File: config.mk
export PLATFORM = sky130hd
export DESIGN_NAME = bytecode_instruction_boundary_scanner
export DESIGN_NICKNAME = d
export VERILOG_FILES = /design/src/hdl/bibs_pkg.sv /design/src/hdl/bytecode_instruction_boundary_scanner.sv /design/src/hdl/bibs_in_stage.sv /design/src/hdl/bibs_parse.sv /design/src/hdl/bibs_out_stage.sv
export SDC_FILE = /design/constraint.sdc
export NUM_CORES = 1
export LEC_CHECK = 0
export BUFFER_PORTS_ARGS = -buffer_cell sky130_fd_sc_hd__buf_2
export CAP_MARGIN = 30
export CORE_MARGIN = 2
export CORE_UTILIZATION = 69
export CTS_BUF_LIST = sky130_fd_sc_hd__clkbuf_16
export DETAILED_ROUTE_END_ITERATION = 16
export PLACE_DENSITY = 0.84
export SETUP_SLACK_MARGIN = 0.5
export SYNTH_ARGS = -nofsm -noshare
export SYNTH_HDL_FRONTEND = slang
export SYNTH_SLANG_ARGS = --single-unit
File: constraint.sdc
create_clock -name aclk -period 8.3 [get_ports aclk]
set_input_delay 0 -clock aclk [delete_from_list [all_inputs] [get_ports aclk]]
set_output_delay 0 -clock aclk [all_outputs]
set_load 0.05 [all_outputs]
File: src/hdl/bibs_pkg.sv
// Shared types, constants and the opcode length table for the bytecode boundary scanner.
package bibs_pkg;

    // Longest jump table (in bytes) that a switch may carry
    localparam int MAX_CODE_BYTES = 65535;
    // Width of the operand/pad/table skip counter
    localparam int SKIP_W = $clog2(MAX_CODE_BYTES + 1);
    // Largest tableswitch entry count and lookupswitch pair count that fit
    localparam logic [31:0] TS_MAX_ENTRIES = 32'(MAX_CODE_BYTES / 4);
    localparam logic [30:0] LS_MAX_PAIRS   = 31'(MAX_CODE_BYTES / 8);

    // Opcodes with special handling
    localparam logic [7:0] OP_IINC         = 8'd132;
    localparam logic [7:0] OP_RET          = 8'd169;
    localparam logic [7:0] OP_TABLESWITCH  = 8'd170;
    localparam logic [7:0] OP_LOOKUPSWITCH = 8'd171;
    localparam logic [7:0] OP_WIDE         = 8'd196;

    typedef enum logic [3:0] {
        PH_OPCODE,
        PH_SKIP,
        PH_WIDE,
        PH_PAD_TS,
        PH_PAD_LS,
        PH_TS_DEF,
        PH_TS_LOW,
        PH_TS_HIGH,
        PH_LS_DEF,
        PH_LS_NPAIRS,
        PH_FAULT
    } phase_t;

    typedef enum logic [2:0] {
        ST_RUN        = 3'd0,
        ST_ACCEPT     = 3'd1,
        ST_BAD_OP     = 3'd2,
        ST_BAD_WIDE   = 3'd3,
        ST_LENGTH     = 3'd4,
        ST_BAD_SWITCH = 3'd5
    } status_t;

    // One result transaction as it travels from the parser to the result register
    typedef struct packed {
        logic    starts;
        status_t status;
    } result_t;

    // Length of a fixed-length instruction including its opcode; 0 if invalid
    function automatic logic [2:0] op_length(input logic [7:0] op);
        logic [2:0] n;
        case (op) inside
            [8'd0:8'd15]:               n = 3'd1;
            8'd16, 8'd18:               n = 3'd2;
            8'd17, 8'd19, 8'd20:        n = 3'd3;
            [8'd21:8'd25]:              n = 3'd2;
            [8'd26:8'd53]:              n = 3'd1;
            [8'd54:8'd58]:              n = 3'd2;
            [8'd59:8'd131]:             n = 3'd1;
            8'd132:                     n = 3'd3;
            [8'd133:8'd152]:            n = 3'd1;
            [8'd153:8'd168]:            n = 3'd3;
            8'd169:                     n = 3'd2;
            [8'd172:8'd177]:            n = 3'd1;
            [8'd178:8'd184]:            n = 3'd3;
            8'd185:                     n = 3'd5;
            8'd187:                     n = 3'd3;
            8'd188:                     n = 3'd2;
            8'd189:                     n = 3'd3;
            [8'd190:8'd191]:            n = 3'd1;
            [8'd192:8'd193]:            n = 3'd3;
            [8'd194:8'd195]:            n = 3'd1;
            8'd197:                     n = 3'd4;
            [8'd198:8'd199]:            n = 3'd3;
            [8'd200:8'd201]:            n = 3'd5;
            default:                    n = 3'd0;
        endcase
        return n;
    endfunction

endpackage

File: src/hdl/bytecode_instruction_boundary_scanner.sv
// Top level of the bytecode instruction boundary scanner.
//
//   channel  direction  payload                          handshake
//   s_       in         code_byte[7:0], last_byte        s_valid / s_ready
//   m_       out        starts_instruction, status[2:0]  m_valid / m_ready
//
// One byte per cycle sustained while the sink keeps m_ready high; each result is
// offered after its byte passes through the input register, then the result register.
// Each byte is decoded combinationally between the input register and the
// result register, using the opcode length table and the parse state.
// aresetn is synchronous and active low; it returns the parser to the start
// of a method. A stalled sink holds the result; the input register still
// drains into the result register whenever that register is freed.
module bytecode_instruction_boundary_scanner (
    input  logic       aclk,
    input  logic       aresetn,
    input  logic [7:0] s_code_byte,
    input  logic       s_last_byte,
    input  logic       s_valid,
    output logic       s_ready,
    output logic       m_starts_instruction,
    output logic [2:0] m_status,
    output logic       m_valid,
    input  logic       m_ready
);

    logic              in_valid;
    logic [7:0]        code_byte;
    logic              last_byte;
    logic              can_load;
    logic              step;
    bibs_pkg::result_t result;

    // Move a byte through the parser when the result register is free
    assign step = in_valid && can_load;

    bibs_in_stage u_in (
        .aclk        (aclk),
        .aresetn     (aresetn),
        .s_code_byte (s_code_byte),
        .s_last_byte (s_last_byte),
        .s_valid     (s_valid),
        .s_ready     (s_ready),
        .take        (step),
        .in_valid    (in_valid),
        .code_byte   (code_byte),
        .last_byte   (last_byte)
    );

    bibs_parse u_parse (
        .aclk      (aclk),
        .aresetn   (aresetn),
        .step      (step),
        .code_byte (code_byte),
        .last_byte (last_byte),
        .result    (result)
    );

    bibs_out_stage u_out (
        .aclk                 (aclk),
        .aresetn              (aresetn),
        .load                 (step),
        .result               (result),
        .can_load             (can_load),
        .m_starts_instruction (m_starts_instruction),
        .m_status             (m_status),
        .m_valid              (m_valid),
        .m_ready              (m_ready)
    );

endmodule

File: src/hdl/bibs_in_stage.sv
// Input register: holds one byte transaction until the parser consumes it.
module bibs_in_stage (
    input  logic       aclk,
    input  logic       aresetn,
    input  logic [7:0] s_code_byte,
    input  logic       s_last_byte,
    input  logic       s_valid,
    output logic       s_ready,
    input  logic       take,
    output logic       in_valid,
    output logic [7:0] code_byte,
    output logic       last_byte
);

    logic       valid_reg;
    logic       valid_next;
    logic [7:0] byte_reg;
    logic       last_reg;

    // Accept whenever the slot is empty or drains this cycle
    assign s_ready = !valid_reg || take;

    always_comb begin
        valid_next = valid_reg;
        if (s_valid && s_ready) begin
            valid_next = 1'b1;
        end else if (take) begin
            valid_next = 1'b0;
        end
    end

    always_ff @(posedge aclk) begin
        if (!aresetn) begin
            valid_reg <= 1'b0;
        end else begin
            valid_reg <= valid_next;
        end
    end

    // Load payload on each accepted transaction
    always_ff @(posedge aclk) begin
        if (s_valid && s_ready) begin
            byte_reg <= s_code_byte;
            last_reg <= s_last_byte;
        end
    end

    assign in_valid  = valid_reg;
    assign code_byte = byte_reg;
    assign last_byte = last_reg;

endmodule

File: src/hdl/bibs_parse.sv
// Parse state and combinational next-state logic for one bytecode byte.
module bibs_parse (
    input  logic                 aclk,
    input  logic                 aresetn,
    input  logic                 step,
    input  logic [7:0]           code_byte,
    input  logic                 last_byte,
    output bibs_pkg::result_t    result
);

    localparam int SW = bibs_pkg::SKIP_W;

    bibs_pkg::phase_t  phase_reg, phase_next;
    logic [1:0]        pos_reg, pos_next;
    logic [SW-1:0]     skip_reg, skip_next;
    logic [31:0]       word_reg, word_next;
    logic [31:0]       low_reg, low_next;
    logic [1:0]        biw_reg, biw_next;
    bibs_pkg::status_t fault_reg, fault_next;

    logic [2:0]        op_len;
    logic [1:0]        pad;
    logic [31:0]       word_shift;
    logic [32:0]       ts_diff;
    logic              ts_neg;
    logic              ts_big;
    logic [SW-3:0]     ts_cnt;
    logic              ls_big;
    logic              starts;
    bibs_pkg::status_t status;

    assign op_len     = bibs_pkg::op_length(code_byte);
    // Padding to the next multiple of four after the opcode byte
    assign pad        = ~pos_reg;
    assign word_shift = {word_reg[23:0], code_byte};

    // Switch bound arithmetic on the word completing this cycle
    assign ts_diff = {word_shift[31], word_shift} - {low_reg[31], low_reg};
    assign ts_neg  = ts_diff[32];
    assign ts_big  = ts_diff[31:0] >= bibs_pkg::TS_MAX_ENTRIES;
    assign ts_cnt  = ts_diff[SW-3:0] + 1'b1;
    assign ls_big  = word_shift[30:0] > bibs_pkg::LS_MAX_PAIRS;

    // Next parse state
    always_comb begin
        phase_next = phase_reg;
        pos_next   = pos_reg + 2'd1;
        skip_next  = skip_reg;
        word_next  = word_reg;
        low_next   = low_reg;
        biw_next   = biw_reg;
        fault_next = fault_reg;
        starts     = 1'b0;
        case (phase_reg)
            bibs_pkg::PH_OPCODE: begin
                if (code_byte == bibs_pkg::OP_WIDE) begin
                    starts     = 1'b1;
                    phase_next = bibs_pkg::PH_WIDE;
                end else if (code_byte == bibs_pkg::OP_TABLESWITCH ||
                             code_byte == bibs_pkg::OP_LOOKUPSWITCH) begin
                    starts    = 1'b1;
                    biw_next  = 2'd0;
                    word_next = 32'd0;
                    if (pad != 2'd0) begin
                        skip_next  = SW'(pad);
                        phase_next = (code_byte == bibs_pkg::OP_TABLESWITCH) ?
                                     bibs_pkg::PH_PAD_TS : bibs_pkg::PH_PAD_LS;
                    end else begin
                        phase_next = (code_byte == bibs_pkg::OP_TABLESWITCH) ?
                                     bibs_pkg::PH_TS_DEF : bibs_pkg::PH_LS_DEF;
                    end
                end else if (op_len == 3'd0) begin
                    fault_next = bibs_pkg::ST_BAD_OP;
                    phase_next = bibs_pkg::PH_FAULT;
                    skip_next  = '0;
                end else begin
                    starts = 1'b1;
                    if (op_len > 3'd1) begin
                        skip_next  = SW'(op_len - 3'd1);
                        phase_next = bibs_pkg::PH_SKIP;
                    end
                end
            end
            bibs_pkg::PH_SKIP, bibs_pkg::PH_PAD_TS, bibs_pkg::PH_PAD_LS: begin
                // Count down operand, pad or table bytes
                skip_next = skip_reg - 1'b1;
                if (skip_reg == SW'(1)) begin
                    if (phase_reg == bibs_pkg::PH_PAD_TS) begin
                        phase_next = bibs_pkg::PH_TS_DEF;
                    end else if (phase_reg == bibs_pkg::PH_PAD_LS) begin
                        phase_next = bibs_pkg::PH_LS_DEF;
                    end else begin
                        phase_next = bibs_pkg::PH_OPCODE;
                    end
                end
            end
            bibs_pkg::PH_WIDE: begin
                if (code_byte inside {[8'd21:8'd25], [8'd54:8'd58], bibs_pkg::OP_RET}) begin
                    skip_next  = SW'(2);
                    phase_next = bibs_pkg::PH_SKIP;
                end else if (code_byte == bibs_pkg::OP_IINC) begin
                    skip_next  = SW'(4);
                    phase_next = bibs_pkg::PH_SKIP;
                end else begin
                    fault_next = bibs_pkg::ST_BAD_WIDE;
                    phase_next = bibs_pkg::PH_FAULT;
                    skip_next  = '0;
                end
            end
            bibs_pkg::PH_TS_DEF, bibs_pkg::PH_TS_LOW, bibs_pkg::PH_TS_HIGH,
            bibs_pkg::PH_LS_DEF, bibs_pkg::PH_LS_NPAIRS: begin
                // Gather big-endian words and act on each completed one
                word_next = word_shift;
                if (biw_reg == 2'd3) begin
                    biw_next = 2'd0;
                    case (phase_reg)
                        bibs_pkg::PH_TS_DEF: phase_next = bibs_pkg::PH_TS_LOW;
                        bibs_pkg::PH_TS_LOW: begin
                            low_next   = word_shift;
                            phase_next = bibs_pkg::PH_TS_HIGH;
                        end
                        bibs_pkg::PH_TS_HIGH: begin
                            if (ts_neg || ts_big) begin
                                fault_next = bibs_pkg::ST_BAD_SWITCH;
                                phase_next = bibs_pkg::PH_FAULT;
                                skip_next  = '0;
                            end else begin
                                skip_next  = {ts_cnt, 2'b00};
                                phase_next = bibs_pkg::PH_SKIP;
                            end
                        end
                        bibs_pkg::PH_LS_DEF: phase_next = bibs_pkg::PH_LS_NPAIRS;
                        default: begin
                            if (word_shift[31] || ls_big) begin
                                fault_next = bibs_pkg::ST_BAD_SWITCH;
                                phase_next = bibs_pkg::PH_FAULT;
                                skip_next  = '0;
                            end else if (word_shift == 32'd0) begin
                                phase_next = bibs_pkg::PH_OPCODE;
                            end else begin
                                skip_next  = {word_shift[SW-4:0], 3'b000};
                                phase_next = bibs_pkg::PH_SKIP;
                            end
                        end
                    endcase
                end else begin
                    biw_next = biw_reg + 2'd1;
                end
            end
            default: begin
                // Fault: ignore bytes until the end of the method
            end
        endcase

        // Report status; the last byte closes the method
        if (last_byte) begin
            if (fault_next != bibs_pkg::ST_RUN) begin
                status = fault_next;
            end else if (phase_next == bibs_pkg::PH_OPCODE) begin
                status = bibs_pkg::ST_ACCEPT;
            end else begin
                status = bibs_pkg::ST_LENGTH;
            end
            phase_next = bibs_pkg::PH_OPCODE;
            pos_next   = 2'd0;
            skip_next  = '0;
            word_next  = 32'd0;
            low_next   = 32'd0;
            biw_next   = 2'd0;
            fault_next = bibs_pkg::ST_RUN;
        end else begin
            status = fault_next;
        end
    end

    assign result = '{starts: starts, status: status};

    // Advance state on each consumed byte
    always_ff @(posedge aclk) begin
        if (!aresetn) begin
            phase_reg <= bibs_pkg::PH_OPCODE;
            pos_reg   <= 2'd0;
            skip_reg  <= '0;
            biw_reg   <= 2'd0;
            fault_reg <= bibs_pkg::ST_RUN;
        end else if (step) begin
            phase_reg <= phase_next;
            pos_reg   <= pos_next;
            skip_reg  <= skip_next;
            biw_reg   <= biw_next;
            fault_reg <= fault_next;
        end
    end

    always_ff @(posedge aclk) begin
        if (!aresetn) begin
            word_reg <= 32'd0;
            low_reg  <= 32'd0;
        end else if (step) begin
            word_reg <= word_next;
            low_reg  <= low_next;
        end
    end

endmodule

File: src/hdl/bibs_out_stage.sv
// Result register: holds one result transaction until the sink takes it.
module bibs_out_stage (
    input  logic              aclk,
    input  logic              aresetn,
    input  logic              load,
    input  bibs_pkg::result_t result,
    output logic              can_load,
    output logic              m_starts_instruction,
    output logic [2:0]        m_status,
    output logic              m_valid,
    input  logic              m_ready
);

    logic              valid_reg;
    logic              valid_next;
    bibs_pkg::result_t data_reg;

    // Free when empty or being drained this cycle
    assign can_load = !valid_reg || m_ready;

    always_comb begin
        valid_next = valid_reg;
        if (load) begin
            valid_next = 1'b1;
        end else if (m_ready) begin
            valid_next = 1'b0;
        end
    end

    always_ff @(posedge aclk) begin
        if (!aresetn) begin
            valid_reg <= 1'b0;
        end else begin
            valid_reg <= valid_next;
        end
    end

    always_ff @(posedge aclk) begin
        if (load) begin
            data_reg <= result;
        end
    end

    assign m_valid              = valid_reg;
    assign m_starts_instruction = data_reg.starts;
    assign m_status             = data_reg.status;

endmodule

Yosys cells after proc, flatten, opt, wreduce, memory -nomap -nowiden
Index checks and enable logic that the tools add are counted.

word-level totals
  bits in registers = 98
  word-level logic and storage cells = 220
  output and inout bits = 6

operators by class
  add/sub/neg operators = 6
  order comparisons = 31
  reductions and logical operators = 45
  muxes and demuxes = 91
  bitwise logic cells = 1
  equality and inequality tests = 33

operators by type and width
  operator               count
  $mux 16                11
  $mux 32                4
  $mux 3                 37
  $eq 8x8->1 const B     10
  $le 8x8->1 const B     10
  $ge 8x8->1 const B     9
  $mux 24                3
  $pmux 16 s4            1
  $mux 4                 15
  $pmux 24 s2            1
  $eq 8x5->1 const B     5
  $sub 32x32->33         1
  $ge 32x14->1 const B   1
  $logic_not 32->1       1
  $pmux 16 s2            1
  $pmux 4 s4             2
  $gt 31x13->1 const B   1
  $eq 16x1->1 const B    1
  $eq 4x3->1 const B     4
  $ge 8x5->1 const B     2
  $ge 8x6->1 const B     2
  $le 8x6->1 const B     2
  $logic_and 1x1->1      16
  $sub 16x1->16 const B  1
  34 further kinds       66

Longest topological paths before layout
Gate-level depths: netlist (run 1).

  depth after elaboration = 35
  gate-level depth with buffers = 19
  depth with buffers taken out = 16

Hierarchy
Synthesis (run 1) repeated with hierarchy kept, for this count alone.

unflattened totals
  cells, all modules = 1105
  area total of the unflattened synthesis = 8080.2 µm²

modules (own cells, without submodules)
  module                                 sequential area each (µm²)  area an instance (µm²)  cells each  instances
  bibs_parse                             1661.6                      7577.3                  1082        1
  bibs_in_stage                          290.3                       327.8                   14          1
  bibs_out_stage                         140.1                       168.9                   8           1
  bytecode_instruction_boundary_scanner  0.0                         6.3                     1           1

Worst setup path after synthesis (run 1)
Ideal clock, no wire load.

  path type = reg-to-reg
  start point = reg u_in.byte_reg[0], in the netlist u_in.code_byte[0]
  end point = reg u_out.data_reg, in the netlist u_out.m_status[0] (data pin)
  path buffers = 2
  cell stages (with the launch flop) = 19
  data arrival time = 4.022 ns
  required time = 8.043 ns
  clock period less this slack = 4.279 ns
  setup slack = 4.021 ns
  cells stage by stage = edfxtp_1 -> clkbuf_1 -> inv_1 -> ha_1 -> inv_1 -> fa_1 -> a211oi_2 -> o21ai_2 -> a211oi_4 -> or4_1 -> o211ai_1 -> xor2_1 -> a2111o_1 -> a2111oi_4 -> and3_1 -> buf_6 -> o21ai_0 -> and4b_1 -> a32o_1

RTL lines
  item                      RTL line              text
  start: declaration        bibs_in_stage.sv:17   logic [7:0] byte_reg;
  start signal: assignment  bibs_in_stage.sv:43   byte_reg <= s_code_byte;
  end signal: assignment    bibs_out_stage.sv:40  data_reg <= result;
  end: declaration          bibs_out_stage.sv:16  bibs_pkg::result_t data_reg;

==> results of run 1 <==
## cell type report
cell class	count	area [µm²]	share of cell area, %
Clock buffer	9	225	2.74
Clock inverter	7	81.3	0.988
Inverter	62	233	2.83
Multi-Input combinational cell	834	5160	62.7
Sequential cell	98	2090	25.4
Tap cell	140	175	2.13
Timing Repair Buffer	37	265	3.22
## layer usage
metal | vias up | track usage (%)
met1 | 3817 | 46.8
li1 | 3858 | -
met5 | - | 0
met4 | 0 | 19.3
met2 | 481 | 62.8
met3 | 90 | 6.23
## synthesized netlist by cell type (4+ instances only)
cell type and number:
o211ai_1 10, or3_1 8, a21o_1 10, nand2b_1 12
o21ai_0 58, xnor2_1 18, and3_1 10, ha_1 41
a211o_1 5, or2_2 5, a22oi_1 50, o31a_1 4
inv_1 62, o32ai_1 4, dfxtp_1 85, and2_1 8
o31ai_1 7, nand2_1 92, or4_1 4, a21oi_1 109
o2111ai_1 4, o21ai_1 6, a211oi_1 5, o22ai_1 6
a31oi_1 12, nand4_1 17, clkbuf_1 53, o21a_1 24
nor3_1 31, buf_2 15, nor4_1 12, edfxtp_1 13
xor2_1 12, nor2b_1 8, a21boi_0 4, nor2_1 124
nand3_1 47
## logic make-up after synthesis
group | Yosys count
and+or+nand+nor | 395
AOI/OAI and AO/OA | 364
buffers and inverters | 133
DFF | 98
adders and majority gates | 42
xor gates and xnor gates | 30
muxes | 3
## critical path, cell delays in order, from the launching register on
cell,delay [ns]
edfxtp_1,0.61
inv_1,0.20
ha_1,0.18
inv_1,0.06
fa_1,0.45
a211oi_2,0.28
o211ai_1,0.19
a31o_2,0.28
a31oi_1,0.23
xor2_1,0.22
o2111ai_1,0.15
a2111o_1,0.36
a2111oi_4,0.37
and3_1,0.67
o21ai_0,0.23
and4b_1,0.26
a32o_1,0.25
## power by group through the flow
| stage | Clock, mW | Sequential [mW] | Combinational, mW |
|---|---|---|---|
| 2_1_floorplan | 0 | 0.510 | 0.136 |
| 3_3_place_gp | 0 | 0.515 | 0.170 |
| 3_5_place_dp | 0 | 0.516 | 0.172 |
| 4_1_cts | 0.436 | 0.504 | 0.178 |
| 5_1_grt | 0.453 | 0.506 | 0.198 |
| 6_report | 0.439 | 0.505 | 0.183 |
## worst max path at each step
stage,from,to,slack [ns]
floorplan,u_in.code_byte[0],u_out.m_status[0],4.02
global placement,u_in.code_byte[0],u_out.m_status[0],3.35
detailed placement,u_in.code_byte[0],u_out.m_status[0],3.19
CTS,u_in.code_byte[0],u_out.m_status[0],3.15
global route,u_in.code_byte[0],u_out.m_status[2],2.71
finish,u_in.code_byte[0],u_out.m_status[0],3.05
==> impl_metrics.yaml, run 1 <==
floorplanning:
  die_w_um: 110
  die-area_mm2: 0.0121
  start_util_pct: 71.3
  core_area_mm2: 0.0109
  ios: 19
  rows: 38
  die_h_um: 110
cts:
  clock_path_buffers: 2
  clkTransAtPathRegs_ns: 0.08
  h-tree-depth: 3
  tritoncts: "yes"
  cts_resized: 0
  cts-root-buf: "clkbuf_16"
  cts_buffers: 9
  cts_hold_buffers: 13
  insertion_delay_ns: 0.37
  cts_setup_buffers: 0
  clock_sinks: 98
setup_path:
  worstRegToRegCells: 16
  crit_path_start_kind: "register"
  r2r_slack_ns: 3.05
  path_max_fanout: 17
  worstSetupEndpointType: "register"
  r2r_start: "u_in.code_byte[0]"
  r2r-end: "u_out.m_status[0]"
  cp.required_ns: 8.43
  crit_arrival_ns: 5.38
  path_class: "reg -> reg"
logic_synthesis:
  synth_fa_ha_area_share_pct: 6.87
  synth.top_cell.area_share_pct: 21.9
  synth.avg_cell_area_um2: 7.29
  synth_cells: 1065
  yosysWarningCount: 0
  synth-seq-cells: 98
  synth-xor-area-share_pct: 3.39
  synth_edf_count: 13
  synth_top_family_by_area: "compound AO/OA/AOI/OAI gates"
  yosys.area_share.simple_pct: 24.4
  netlist-cell-type-count: 78
  ys_seq_area_share_pct: 27.0
  syn_area_mm2: 0.00776
  async_flop_share_pct: 0
  yosysTopAreaCell: "dfxtp_1"
  synth_nets: 1120
  synth_compound_area_share_pct: 31.2
  ys.flop_type: "dfxtp_1"
  synthTopCellsByArea: "dfxtp_1 (22%), a21oi_1 (7.0%), ha_1 (6.6%)"
  muxShareOfSynthArea_pct: 0.403
route:
  num_vias: 8246
  drt-met1-wl_um: 9110
  top_layer: "met4"
  avgViaCountPerCell: 6.95
  drtIter0Drc: 925
  finalWirelength_um: 22800
  wl_met2_um: 10700
  drc_errors: 0
  ant_nets: 0
  drtPass1Iterations: 6
  wire_per_inst_um: 19.2
  wl_met3_um: 2030
pwr:
  peakVddDrop_mv: 0.116
  power_density_mw_per_mm2: 137
  power.switching_mw: 0.357
  power_mw: 1.13
  p_seq_share_pct: 44.8
  p_leak_nw: 3.11
  internal_power_mw: 0.771
  clkPwrFrac_pct: 39.0
  pwr-share-comb_pct: 16.2
  sw_frac_of_total_pct: 31.6
place:
  dp_cells: 1158
  dp_hpwl_um: 15800
  dp_slack_ns: 3.19
  place.gp.congestion: 1.01
  portBuffers: 18
  dpl-instance-area_mm2: 0.00779
final_layout:
  final_cells: 1187
  stdcell_area_mm2: 0.00823
  final_cell_mix: "nor2_1 (124), a21oi_1 (108), nand2_1 (92)"
  final_common_cell: "nor2_1"
  largest_reg_flops: 32
  synthToLayoutAreaGrowth_pct: 6.05
  drive_above_1_share_pct: 6.21
  num-fill-cells: 883
  final_core_util_pct: 75.6
  antenna_cells: 0
  finalNetCount: 1097
worst_hold_path:
  whs_path_depth: 2
  worstHoldStart: "s_last_byte"
  hold_end: "u_in.last_byte"
  hp-class: "in -> reg"
sta:
  fin_skew_ns: 0.00862
  worst_pin_slew_ns: 0.976
  holdWs_ns: 0.341
  final_max_slew_viol_count: 0
  relSlewSlack_pct: 34.8
  post-route-period-util_pct: 63.3
  rsz0062_at_grt: "no"
  fmax_mhz: 190
  setup_viol: 0
  hold_viol_final: 0
  setup_tns_ns: 0
  fin_ws_ns: 3.05
  period_needed_ns: 5.25
status:
  status: "complete, no violations"
global_routing:
  grt_max_degree: 77
  grt_overflow: 0
  grtUsageTotal_pct: 37.7
  grt_pass1_wl_um: 35600
  grt_pass1_vias: 7157
  antenna_found_initial: 0
job:
  maxCapViolCount: 0
No activity file was read; power rests on OpenSTA's default activity.
==> run 2, diff against run 1 <==
CORE_UTILIZATION = 64   (was 69)
PLACE_DENSITY = 0.78   (was 0.84)
clock period = 5.45 ns   (was 8.3 ns; I/O delays follow)
==> impl_metrics.yaml, run 2 (synthesis gave the netlist of run 1 again) <==
pwr:
  power_density_mw_per_mm2: 210
  power_mw: 1.75
  peakVddDrop_mv: 0.219
  p_leak_nw: 3.17
place:
  dp_cells: 1176
  dp_hpwl_um: 16200
  portBuffers: 18
  dpl-instance-area_mm2: 0.00788
  place.gp.congestion: 1.02
floorplanning:
  die-area_mm2: 0.0130
  die_h_um: 114
  ios: 19
  rows: 40
  die_w_um: 114
  core_area_mm2: 0.0119
  start_util_pct: 65.1
sta:
  setup_viol: 0
  fmax_mhz: 218
  setup_tns_ns: 0
  relSlewSlack_pct: 28.8
  final_max_slew_viol_count: 0
  hold_viol_final: 0
  period_needed_ns: 4.59
  worst_pin_slew_ns: 1.06
  post-route-period-util_pct: 84.2
  rsz0062_at_grt: "no"
  fin_skew_ns: 0.00486
  holdWs_ns: 0.347
cts:
  insertion_delay_ns: 0.36
  clkTransAtPathRegs_ns: 0.07
  cts_setup_buffers: 0
  tritoncts: "yes"
  clock_path_buffers: 2
  cts_buffers: 9
  clock_sinks: 98
  cts-root-buf: "clkbuf_16"
  h-tree-depth: 3
setup_path:
  crit_path_start_kind: "register"
  crit_arrival_ns: 4.88
  worstSetupEndpointType: "register"
  path_max_fanout: 11
  crit_chain: "inv_1 -> ha_1 -> inv_1 -> fa_1 -> a211oi_2 -> o21ai_2 -> a211oi_4 -> nor4_1 -> a311o_1 -> a211oi_1 -> nand4_1 -> nor3_1 -> and3_2 -> buf_4 -> a21oi_2 -> or4b_1 -> a21oi_1"
  slowest_delay_ns: 0.47
  cp_top_family: "compound AO/OA/AOI/OAI gates"
  crit_slowest_cell: "or4b_1"
  cp.required_ns: 5.74
  crit_top_cell: "inv_1"
  path_class: "reg -> reg"
  crit_buf_inv: 3
job:
  maxCapViolCount: 0
status:
  status: "complete, no violations"
worst_hold_path:
  hp-class: "in -> reg"
final_layout:
  finalNetCount: 1107
  antenna_cells: 0
  drive_above_1_share_pct: 7.19
  final_cells: 1204
  synthToLayoutAreaGrowth_pct: 7.27
  final_common_cell: "nor2_1"
  stdcell_area_mm2: 0.00832
  final_cell_mix: "nor2_1 (124), a21oi_1 (108), nand2_1 (92)"
  largest_reg_flops: 32
  num-fill-cells: 1008
route:
  ant_nets: 0
  drc_errors: 0
  avgViaCountPerCell: 6.81
  finalWirelength_um: 23200
  wire_per_inst_um: 19.2
  drtPass1Iterations: 8
  num_vias: 8194
  drtIter0Drc: 966
global_routing:
  grt_overflow: 0
  antenna_found_initial: 0
  grt_pass1_vias: 7478
  grt_pass1_wl_um: 37800
  grtUsageTotal_pct: 36.3
  grt_max_degree: 77
==> run 2: cell types whose count changed in the layout (fill, tap and decap cells not counted), moves of 2 or more <==
cell      delta
buf_4       +11
inv_6        +2
clkinv_8     -2
inv_8        -2
==> run 2: power by group <==
part | internal (mW) | switching, mW
Clock | 0.388 | 0.306
Sequential | 0.743 | 0.0126
Combinational | 0.108 | 0.191
Total | 1.24 | 0.510
==> run 2: per-layer routing <==
layer,track usage [%],share of wire (%)
met5,0,0
met4,19.5,5.4
met3,6.83,7.0
met2,60.4,47
met1,44.5,40
==> run 2: final timing paths <==
kind | from | endpoint | slack [ns] | cells past startpoint
setup / recovery | u_in.code_byte[0] | u_parse.skip_reg[2] | 0.86 | 17
hold / removal | s_code_byte[5] | u_in.code_byte[5] | 0.35 | 2
setup reg to reg | u_in.code_byte[0] | u_parse.skip_reg[2] | 0.86 | 17
hold reg to reg | u_parse.biw_reg[1] | u_parse.biw_reg[1] | 0.46 | 2
==> run 2: final cells by class <==
type / instances / area [µm²] / share of cell area, %
clock buffer: 10 / 250 / 3.01
clock inverter: 6 / 68.8 / 0.827
inverter: 62 / 233 / 2.80
multi-input combinational: 834 / 5160 / 62.0
sequential: 98 / 2090 / 25.1
tap: 147 / 184 / 2.21
timing repair buffer: 47 / 338 / 4.06
==> run 2: what timing repair did <==
item	4_1_cts	5_1_grt
endpoints found under the hold margin	20	0
resized for setup	0	1
setup endpoints to repair	0	1
hold buffers	12	0
==> run 2: metrics by stage <==
stage / setup WS (ns) / utilization, %
after detailed placement: 0.842 / 66.2
after global routing: 0.607 / 69.9
final: 0.863 / 69.9
after floorplan: 1.17 / -
after CTS: 0.812 / 69.9
after global placement: 0.980 / 66.2
==> run 3, diff against run 2 <==
ABC_AREA = 1   (was unset)
CORE_UTILIZATION = 65   (was 64)
PLACE_DENSITY = 0.79   (was 0.78)
clock period = 4.8 ns   (was 5.45 ns; I/O delays follow)
==> impl_metrics.yaml, run 3 <==
logic_synthesis:
  synth.avg_cell_area_um2: 5.68
  async_flop_share_pct: 0
  ys.flop_type: "dfxtp_1"
  syn_area_mm2: 0.00884
  synth_cells: 1555
  synth.top_cell.area_share_pct: 21.9
  yosysMostFrequentCell: "nand2_1"
  synth_nets: 1610
  synth_edf_count: 13
  synth-seq-cells: 98
  netlist-cell-type-count: 49
  ys_top_cells_by_count: "nand2_1 (515), inv_1 (276), nor2_1 (151)"
  yosysWarningCount: 0
  synthTopCellsByArea: "nand2_1 (22%), dfxtp_1 (19%), inv_1 (12%)"
  yosysTopAreaCell: "nand2_1"
  ys_seq_area_share_pct: 23.7
setup_path:
  r2r_slack_ns: 0.95
  path_max_fanout: 13
  path_class: "reg -> reg"
  crit_top_cell: "nand2_1"
  crit_slowest_cell: "fa_1"
  r2r_start: "u_in.code_byte[0]"
  worstRegToRegCells: 23
  crit_chain: "inv_1 -> ha_1 -> inv_1 -> fa_1 -> nand3_1 -> nand2_1 -> nand2_1 -> nand2_1 -> nand2_1 -> nand2_1 -> xor2_1 -> nor2_1 -> nand2_1 -> inv_1 -> nand2_1 -> nor2_2 -> nand4_2 -> nand3_1 -> nand3_1 -> nor2_1 -> nand2_1 -> nand3_1 -> nand2_1"
  cp_top_family: "simple AND/OR/NAND/NOR gates"
  slowest_delay_ns: 0.49
  r2r-end: "u_out.m_status[2]"
  cp.required_ns: 4.92
  crit_arrival_ns: 3.98
  crit_path_start_kind: "register"
  crit_cells: 23
  worstSetupEndpointType: "register"
  crit_buf_inv: 3
sta:
  period_needed_ns: 3.85
  setup_tns_ns: 0
  worst_pin_slew_ns: 0.711
  fmax_mhz: 260
  post-route-period-util_pct: 80.3
  setup_viol: 0
  relSlewSlack_pct: 52.4
  final_max_slew_viol_count: 0
  hold_viol_final: 0
  fin_skew_ns: 0.00985
  rsz0062_at_grt: "no"
final_layout:
  finalNetCount: 1623
  antenna_cells: 0
  final_cells: 1749
  final_cell_mix: "nand2_1 (515), inv_1 (276), nor2_1 (151)"
  synthToLayoutAreaGrowth_pct: 7.05
  largest_reg_flops: 32
  final_common_cell: "nand2_1"
  drive_above_1_share_pct: 5.79
floorplanning:
  die_w_um: 121
  die_h_um: 121
  rows: 42
  die-area_mm2: 0.0145
  start_util_pct: 66.7
  ios: 19
  core_area_mm2: 0.0132
status:
  status: "complete, no violations"
route:
  ant_nets: 0
  num_vias: 9871
  drtPass1Iterations: 6
  avgViaCountPerCell: 5.64
  finalWirelength_um: 26100
  wire_per_inst_um: 14.9
  drtIter0Drc: 1048
  drc_errors: 0
cts:
  clock_sinks: 98
  cts-root-buf: "clkbuf_16"
  insertion_delay_ns: 0.37
  h-tree-depth: 3
  clock_path_buffers: 2
  cts_buffers: 9
  clkTransAtPathRegs_ns: 0.07
  cts_setup_buffers: 0
  tritoncts: "yes"
global_routing:
  grt_overflow: 0
  grt_pass1_vias: 8868
  grt_pass1_wl_um: 41500
  grt_max_degree: 33
  grtUsageTotal_pct: 35.8
  antenna_found_initial: 0
pwr:
  power_density_mw_per_mm2: 281
  p_leak_nw: 4.81
  power_mw: 2.66
  peakVddDrop_mv: 0.171
worst_hold_path:
  worstHoldStart: "aresetn"
  hp-class: "in -> reg"
  whs_path_depth: 3
  hold_end: "u_parse.biw_reg[0]"
place:
  dp_hpwl_um: 20600
  place.gp.congestion: 1.06
  portBuffers: 18
  dp_cells: 1721
job:
  maxCapViolCount: 0
## run 3: worst reg2reg max path: cells and delay by family (launching register included)
| family | cells | cell delay (ns) |
|---|---|---|
| and+or+nand+nor | 17 | 1.96 |
| adders and majority gates | 2 | 0.68 |
| DFF | 1 | 0.45 |
| buffers and inverters | 3 | 0.39 |
| xor gates and xnor gates | 1 | 0.15 |
## run 3: cell type report
class | instances | area (µm²)
multi-input cells | 1137 | 5510
fillers | 1230 | 3780
flip-flops and latches | 98 | 2090
inverters | 284 | 1070
repair buffers | 38 | 290
clock buffers | 9 | 225
well taps | 176 | 220
clock inverters | 7 | 52.6
## run 3: what timing repair did
action,4_1_cts,5_1_grt
gates resized for setup,0,0
hold buffers,12,0
endpoints found under the hold margin,11,0
## run 3: how the worst max path moves through the flow
stage,from,end,slack [ns]
final,u_in.code_byte[0],u_out.m_status[2],0.95
after floorplan,u_in.code_byte[0],u_out.m_status[2],1.72
after CTS,u_in.code_byte[0],u_out.m_status[2],0.98
after global placement,u_in.code_byte[0],u_out.m_status[2],1.11
after global routing,u_in.code_byte[0],u_out.m_status[2],0.58
after detailed placement,u_in.code_byte[0],u_out.m_status[2],0.99
## run 3: report_power, final
part	internal, mW	total (mW)	switching (mW)
Clock	0.355	0.703	0.348
Sequential	0.868	0.916	0.0483
Combinational	0.338	1.04	0.698
## run 3: layer usage
| metal | GRT usage (%) | wire length (µm) | up-vias |
|---|---|---|---|
| li1 | - | - | 4927 |
| met1 | 44.9 | 10700 | 4405 |
| met2 | 61.5 | 12200 | 475 |
| met3 | 5.66 | 2380 | 64 |
| met4 | 14.1 | 810 | 0 |
| met5 | 0 | 0 | - |
## run 3: cells by family (layout without fill, tap and decap cells)
logic type               Yosys count  count (layout)  synth area share, %
flip-flops                        98              98                 23.7
AND/OR/NAND/NOR                  870             870                 41.6
adder cells (fa/ha/maj)           42              42                 6.03
buffers and inverters            320             338                 14.0
XOR/XNOR                          14              14                 1.39
AO/OA/AOI/OAI                    211             211                 13.3
## run 3: stage by stage
stage	utilization, %	hold slack (ns)	area, µm²	setup WS, ns
2_1_floorplan	-	0.0989	8840	1.72
3_3_place_gp	68.2	0.176	9030	1.11
3_5_place_dp	68.4	0.179	9060	0.987
4_1_cts	71.4	0.125	9460	0.984
5_1_grt	71.4	0.160	9460	0.583
6_report	71.4	0.142	9460	0.948
